File: config.mk
export PLATFORM = sky130hd
export DESIGN_NAME = aer_front
export DESIGN_NICKNAME = d
export VERILOG_FILES = /design/src/design/aer_pkg.sv /design/src/design/aer_front.sv
export SDC_FILE = /design/constraint.sdc
export NUM_CORES = 1
export LEC_CHECK = 0
export BUFFER_PORTS_ARGS = -buffer_cell sky130_fd_sc_hd__buf_2
export CELL_PAD_IN_SITES_DETAIL_PLACEMENT = 1
export CELL_PAD_IN_SITES_GLOBAL_PLACEMENT = 1
export CORE_UTILIZATION = 25
export DETAILED_ROUTE_END_ITERATION = 10
export PLACE_DENSITY_LB_ADDON = 0.1
export SLEW_MARGIN = 20
export SYNTH_ARGS = -nofsm -noshare
export SYNTH_HDL_FRONTEND = slang
export SYNTH_SLANG_ARGS = --single-unit
File: constraint.sdc
create_clock -name clk_i -period 5.9 [get_ports clk_i]
set_clock_uncertainty 0.2 [all_clocks]
set_input_delay 1.475 -clock clk_i [delete_from_list [all_inputs] [get_ports clk_i]]
set_output_delay 1.475 -clock clk_i [all_outputs]
set_load 0.01 [all_outputs]
File: src/design/aer_pkg.sv
// Shared types, constants and lookup tables of the anisotropic etch-rate cell.
// Used by every module in this folder; depends on nothing.
package aer_pkg;

  typedef enum logic [2:0] {
    REG_GRID  = 3'd0,
    REG_FLAT  = 3'd1,
    REG_SLOW  = 3'd2,
    REG_STEEP = 3'd3,
    REG_NANG  = 3'd4,
    REG_NWID  = 3'd5,
    REG_SEL   = 3'd6
  } aer_reg_e;

  typedef struct packed {
    logic signed [31:0] level_centre;
    logic signed [31:0] level_east;
    logic signed [31:0] level_west;
    logic signed [31:0] level_below;
    logic signed [31:0] level_above;
    logic               masked;
  } aer_in_t;

  typedef struct packed {
    logic [31:0] etch_rate;
    logic        in_band;
  } aer_out_t;

  typedef struct packed {
    logic [31:0] grid_spacing;
    logic [31:0] rate_flat;
    logic [31:0] rate_slow_plane;
    logic [31:0] rate_steep;
    logic [14:0] notch_angle;
    logic [14:0] notch_width;
    logic [31:0] mask_selectivity;
  } aer_cfg_t;

  // normalized gradient magnitudes
  typedef struct packed {
    logic        vld;
    logic        band;
    logic        msk;
    logic        gzpos;
    logic        zero;
    logic [32:0] a;
    logic [32:0] b;
  } aer_norm_t;

  // rotation stage
  typedef struct packed {
    logic               vld;
    logic               band;
    logic               msk;
    logic               gzpos;
    logic               zero;
    logic signed [35:0] x;
    logic signed [35:0] y;
    logic signed [24:0] z;
  } aer_rot_t;

  typedef struct packed {
    logic        vld;
    logic        band;
    logic        msk;
    logic        dneg;
    logic [31:0] num;
    logic [14:0] rem;
    logic [31:0] quo;
  } aer_div_t;

  typedef struct packed {
    logic        vld;
    logic        band;
    logic        msk;
    logic        dneg;
    logic [22:0] u;
  } aer_sq_t;

  typedef struct packed {
    logic        vld;
    logic        band;
    logic        msk;
    logic        dneg;
    logic [24:0] e;
    logic [15:0] fr;
  } aer_exp_t;

  typedef struct packed {
    logic        vld;
    logic        band;
    logic        msk;
    logic [56:0] p1;
    logic [24:0] om;
    logic [31:0] far;
  } aer_mix1_t;

  typedef struct packed {
    logic        vld;
    logic        band;
    logic        msk;
    logic [56:0] p1;
    logic [56:0] p2;
  } aer_mix2_t;

  typedef struct packed {
    logic        vld;
    logic        band;
    logic        msk;
    logic [31:0] rate;
    logic [47:0] num;
    logic [31:0] rem;
    logic [47:0] quo;
  } aer_mdiv_t;

  localparam int CordicSteps = 16;
  localparam int ExpSteps    = 16;
  localparam int NDivStages  = 8;   // 4 quotient bits each, 32 bits
  localparam int MDivStages  = 12;  // 4 quotient bits each, 48 bits

  localparam logic [23:0] Deg90  = 24'(90 * 65536);
  localparam logic [23:0] Deg180 = 24'(180 * 65536);
  localparam logic [19:0] TMax   = 20'(8 * 65536);
  localparam logic [48:0] Half24 = 49'd8388608;
  localparam logic [24:0] One24  = 25'd16777216;

  localparam logic [22:0] ATAN_DEG [16] = '{
    23'd2949120, 23'd1740967, 23'd919879, 23'd466945, 23'd234379, 23'd117304,
    23'd58666, 23'd29335, 23'd14668, 23'd7334, 23'd3667, 23'd1833,
    23'd917, 23'd458, 23'd229, 23'd115
  };

  localparam logic [24:0] EXP_INT [16] = '{
    25'd16777216, 25'd6171993, 25'd2270549, 25'd835288, 25'd307285, 25'd113044,
    25'd41587, 25'd15299, 25'd5628, 25'd2070, 25'd762, 25'd280,
    25'd103, 25'd38, 25'd14, 25'd5
  };

  // exp(-2^-k), k = 1..16
  localparam logic [23:0] EXP_FRAC [16] = '{
    24'd10175896, 24'd13066109, 24'd14805841, 24'd15760736, 24'd16261035,
    24'd16517109, 24'd16646655, 24'd16711808, 24'd16744480, 24'd16760840,
    24'd16769026, 24'd16773120, 24'd16775168, 24'd16776192, 24'd16776704,
    24'd16776960
  };

  // arithmetic shift that rounds toward zero
  function automatic logic signed [35:0] shr_tz(input logic signed [35:0] v,
                                                input logic [3:0] s);
    logic signed [35:0] n;
    n = -v;
    if (v[35]) begin
      return -(n >>> s);
    end
    return v >>> s;
  endfunction

endpackage

File: src/design/aer_front.sv
// Band test, central differences and magnitude normalization (three stages).
// Uses aer_pkg types.
module aer_front (
  input  logic               clk_i,
  input  logic               rst_ni,
  input  logic               en_i,
  input  logic               vld_i,
  input  aer_pkg::aer_in_t   in_i,
  input  aer_pkg::aer_cfg_t  cfg_i,
  output aer_pkg::aer_norm_t norm_o
);

  aer_pkg::aer_norm_t a_d, a_q, b_d, b_q, c_d, c_q;

  logic signed [32:0] c_s, gx_s, gz_s;
  logic [32:0] mag;

  always_comb begin
    c_s  = $signed({in_i.level_centre[31], in_i.level_centre});
    gx_s = $signed({in_i.level_east[31], in_i.level_east})
         - $signed({in_i.level_west[31], in_i.level_west});
    gz_s = $signed({in_i.level_below[31], in_i.level_below})
         - $signed({in_i.level_above[31], in_i.level_above});
    mag  = c_s[32] ? 33'(-c_s) : 33'(c_s);
    a_d       = '0;
    a_d.vld   = vld_i;
    a_d.band  = ({2'b0, mag, 1'b0} <= ({4'b0, cfg_i.grid_spacing} * 36'd9));
    a_d.msk   = in_i.masked;
    a_d.gzpos = !gz_s[32] && (gz_s != '0);
    a_d.a     = gx_s[32] ? 33'(-gx_s) : 33'(gx_s);
    a_d.b     = gz_s[32] ? 33'(-gz_s) : 33'(gz_s);
  end

  // coarse shifts
  always_comb begin
    logic [32:0] m;
    b_d = a_q;
    m = (a_q.a > a_q.b) ? a_q.a : a_q.b;
    b_d.zero = (m == '0);
    if (m < 33'h0_0001_0000) begin
      m = m << 16; b_d.a = b_d.a << 16; b_d.b = b_d.b << 16;
    end
    if (m < 33'h0_0100_0000) begin
      b_d.a = b_d.a << 8; b_d.b = b_d.b << 8;
    end
  end

  // fine shifts, leaves the larger in [2^31, 2^33)
  always_comb begin
    logic [32:0] m;
    c_d = b_q;
    m = (b_q.a > b_q.b) ? b_q.a : b_q.b;
    if (m < 33'h0_1000_0000) begin
      m = m << 4; c_d.a = c_d.a << 4; c_d.b = c_d.b << 4;
    end
    if (m < 33'h0_4000_0000) begin
      m = m << 2; c_d.a = c_d.a << 2; c_d.b = c_d.b << 2;
    end
    if (m < 33'h0_8000_0000) begin
      c_d.a = c_d.a << 1; c_d.b = c_d.b << 1;
    end
  end

  always_ff @(posedge clk_i or negedge rst_ni) begin
    if (!rst_ni) begin
      a_q <= '0;
      b_q <= '0;
      c_q <= '0;
    end else if (en_i) begin
      a_q <= a_d;
      b_q <= b_d;
      c_q <= c_d;
    end
  end

  assign norm_o = c_q;

endmodule

# After elaboration in Yosys (flattened, before gate mapping)
# Cells that the tools add are included.
# word_totals
romBits	0
n_memories	0
output_inout_bits	71
latch_bits	0
regBits	212
wordCells	51
ramBits	0
input_bits	355
# classes
order_cmp	8
n_reduce_logical	4
bitwise	0
mux	13
n_eq_ne	0
add_sub_neg	5
mul	1
div_mod_pow	0
n_shift	0
# op_table
op	n
two-way mux 66 bit	5
two-way mux 33 bit	8
greater-than comparator 33 bit	2
negator 33 bit	2
subtractor 32 x 32 -> 33 bit	2
<= comparator 34 x 36 -> 1 bit	1
multiplier 32 x 4 -> 36 bit (second input constant)	1
logical NOT 33 bit	1
less-than comparator 33 x 17 -> 1 bit (second input constant)	1
less-than comparator 33 x 25 -> 1 bit (second input constant)	1
less-than comparator 33 x 29 -> 1 bit (second input constant)	1
less-than comparator 33 x 31 -> 1 bit (second input constant)	1
less-than comparator 33 x 32 -> 1 bit (second input constant)	1
negator 32 -> 33 bit	1
nonzero test 33 bit	1
logical AND 1 bit	1
logical NOT 1 bit	1

# Depth between registers and ports, before layout
# depth
ltp_word	8
mapped_depth	25
mapped_depth_nobuf	25

# Worst setup path after synthesis
# OpenSTA, ideal clock, no wires.
# synth_timing
path_type	input to register
start	input cfg_i[159] (netlist bit)
end	register a_q[69] (netlist bit)
slack_ps	-365
setup_ps	86
n_path_buf	0
cell_stages	25
required_ps	5614
arrival_time_ps	5979
cell_sequence	ha_1 ha_1 inv_1 fa_1 nor2b_1 o21ai_0 a21boi_0 o211ai_1 a2111oi_0 o21ai_0 o31a_1 o21a_1 nor4b_1 nor3_1 ha_1 a21o_1 a21o_1 a21o_1 a21o_1 a21o_1 a2111oi_0 o22ai_1 nand3b_1 nor4_1 nor3_1
# synth_via
elab_chain_cells	2
# synth_rtl
element	line	text
from (decl)	aer_front.sv:9	input aer_pkg::aer_cfg_t cfg_i,
multiplier 32 x 4 -> 36 bit	aer_front.sv:27	a_d.band = ({2'b0, mag, 1'b0} <= ({4'b0, cfg_i.grid_spacing} * 36'd9));
<= comparator 34 x 36 -> 1 bit	aer_front.sv:27	
to (signal assigned)	aer_front.sv:66	a_q <= '0;
to (signal assigned)	aer_front.sv:70	a_q <= a_d;
to (decl)	aer_front.sv:13	aer_pkg::aer_norm_t a_d, a_q, b_d, b_q, c_d, c_q;
# Every way passes these cells.
# A chain may end at the register's enable or synchronous reset.

# Final worst setup path
# layout_timing
start	input cfg_i[162] (netlist bit)
end	register a_q[69] (netlist bit)
# The elaborated chain is that of the path after synthesis.

==> results_dict.tcl <==
set metrics [dict create \
    crit_path_max_fanout 4 \
    fmax_mhz 171 \
    cts_tree "yes" \
    max_stage_delay_ns 0.48 \
    h-tree-depth 1 \
    postRouteAntennaNets 0 \
    power.leakage_nw 11.7 \
    slowest_stage "a2111oi_4" \
    vdd_drop_max_uv 300 \
    clock_path_buffers 3 \
    viasPerCell 5.33 \
    clk_pin_slew_ns 0.06 \
    num_antenna_cells 0 \
    synth_top_flop_cell "dfrtp_1" \
    grt_pass1_wl_mm 138 \
    detail_route.first_pass.iterations 5 \
    crit_path_end_kind "flop" \
    initial_core_util_pct 25.4 \
    synth_seq_area_share_pct 24.4 \
    cts_buffers 27 \
    dpl.cell_count 4050 \
    final_hold_viol_count 0 \
    netlist_area_sq_um 21700 \
    cp.arrival_ns 6.10 \
    synthCells 2650 \
    cts.sinks 212 \
    detailed_place_hpwl_mm 70.2 \
    drive_above_1_share_pct 19.8 \
    async_flop_share_pct 100 \
    maxSlewHeadroom_pct 27.1 \
    die_y_um 297 \
    vias 21900 \
    path_common_cell "a21o_1" \
    final_cells 4100 \
    core-area_sq_um 85500 \
    ys_ff_latch 212 \
    drt_wl_total_mm 87.3 \
    synth.avg_cell_area_sq_um 8.20 \
    status "complete, no violations" \
    grt_max_degree 98 \
    synth_top_area_share_pct 24.4 \
    syn_nets 3232 \
    hold_class "reg2reg" \
    grt_pass1_vias 23200 \
    drt_iter0_markers 1071 \
    slew_viol_final 0 \
    cp-start-kind "input port" \
    drc 0 \
    cp_data_required_time_ns 6.17 \
    yosysUniqueCellTypes 90 \
    yosys-top-cells-area "dfrtp_1 24%, ha_1 13%, a21oi_1 4.1%, o21ai_0 4.0%, xnor2_1 3.5%" \
    yosys_warnings 0 \
    nNetsFinal 3518 \
    antenna_found_initial 0 \
    globalplace.congestion 0.869 \
    die_x_um 297 \
    synth-edff-count 0 \
    ios 426 \
    finalSetupViolations 0 \
    power_density_nw_per_um2 376 \
    period_needed_ns 5.83 \
    crit_type "in2reg" \
    wl_per_cell_um 21.3 \
    power_mw 9.78 \
    track_usage_pct 19.4 \
    port-buffer-count 267 \
    rsz0062_at_grt "true" \
    maxCapViolCount 0 \
    die_area_sq_um 88100 \
    tightest_slew_ns 1.09 \
    clk_latency_ns 0.55 \
    fin_crit_sh_pct 98.8 \
    cts_root_buffer "clkbuf_16" \
    syn_to_final_growth_pct 19.7 \
    std_cell_rows 107 \
    synth_top_area_cell "dfrtp_1" \
    grt_overflow_total 0 \
]
## power breakdown
group	internal [mW]	switching, mW	leakage, nW
Clock	0.935	0.662	0.438
Sequential	1.96	0.782	2.47
Combinational	2.15	3.30	8.82
Total	5.04	4.74	11.7
## state kept, by name, indices dropped and copies added (netlist names)
register  count
norm_o       71
a_q          70
b_q          71
## placed cells by master, fill, tap and decap left out, types with 24 or more instances in the layout
cell	Yosys	final
buf_2	7	263
ha_1	224	220
dfrtp_1	212	212
inv_1	199	197
nor2_1	186	184
nand2_1	180	180
a21oi_1	177	175
o21ai_0	174	170
nand3_1	153	153
buf_4	1	119
xnor2_1	88	88
a21o_1	65	65
mux2_2	60	60
xor2_1	55	55
mux2i_1	45	43
nor3_1	43	41
a31oi_1	41	40
nand4_1	39	39
a32oi_1	33	33
o211ai_1	29	29
a211oi_1	30	28
o31ai_1	28	27
and3_1	27	27
clkbuf_16	0	27
nand2b_1	26	26
nor4_1	27	26
o221ai_1	24	24
## metal layers
| metal | track usage, % | vias up | share of wire [%] |
|---|---|---|---|
| li1 | - | 10400 | - |
| met4 | 3.33 | 0 | 1.7 |
| met2 | 33.8 | 385 | 48 |
| met1 | 26.2 | 11000 | 47 |
| met3 | 1.57 | 79 | 2.7 |
| met5 | 0 | - | 0 |
## critical path: cells and delay by family
family,cells,cell delay [ns]
compound gates,15,2.94
fa+ha+maj,4,0.91
simple gates,4,0.63
buf+inv,2,0.13
## cell usage after synthesis (all sizes together) (26+ instances only)
cell type  number
ha            224
dfrtp         212
inv           199
nor2          186
nand2         180
a21oi         177
o21ai         177
nand3         153
clkbuf        107
xnor2          88
a21o           65
mux2           60
xor2           55
mux2i          45
nor3           43
a31oi          42
nand4          39
a32oi          33
a211oi         30
o211ai         29
o31ai          28
and3           27
nor4           27
buf            26
nand2b         26
## cell families after synthesis
group	Yosys count	share of synthesized area, %
AO/OA/AOI/OAI	813	25.3
XOR/XNOR	143	5.77
adder cells (fa/ha/maj)	227	13.2
buffers and inverters	332	5.99
flip-flops	212	24.4
multiplexers	125	7.26
other	1	0.0173
AND/OR/NAND/NOR	797	18.1
## layout make-up
cell class	count	area (sq um)
fill	10200	59500
tap	1144	1430
clock buffer	38	797
inverter	199	747
clock inverter	11	62.6
sequential	212	5310
timing repair buffer	390	2340
multi-input combinational	2106	15300
## repair_timing
action	in CTS	in global routing
hold buffers	0	0
pin swaps	6	23
endpoints found under the setup margin	1	1
buffers inserted	0	1
resized for setup	10	16
## worst paths after layout
path	cells after the start	to	startpoint	slack (ns)
max	25	a_q[69]	cfg_i[162]	0.07
min	2	norm_o[14]	norm_o[14]	0.29
max reg2reg	11	norm_o[2]	b_q[24]	0.92
min reg2reg	2	norm_o[14]	norm_o[14]	0.29
max in group asynchronous	2	norm_o[65]	rst_ni	3.68
min in group asynchronous	1	norm_o[35]	rst_ni	0.65
## per-stage QoR
stage | utilization, % | cell area (sq um) | hold slack (ns) | setup WS (ns) | TNS (ns)
global placement | 29.2 | 25000 | 0.281 | -0.690 | -0.690
CTS | 30.3 | 25900 | 0.297 | 0.00904 | 0
global route | 30.4 | 26000 | 0.324 | -0.219 | -0.219
detailed placement | 29.2 | 25000 | 0.282 | -0.892 | -0.892
finish | 30.4 | 26000 | 0.290 | 0.0679 | 0
floorplan | - | 21800 | 0.249 | -0.0418 | -0.0418
(Power assumes the default switching activity.)
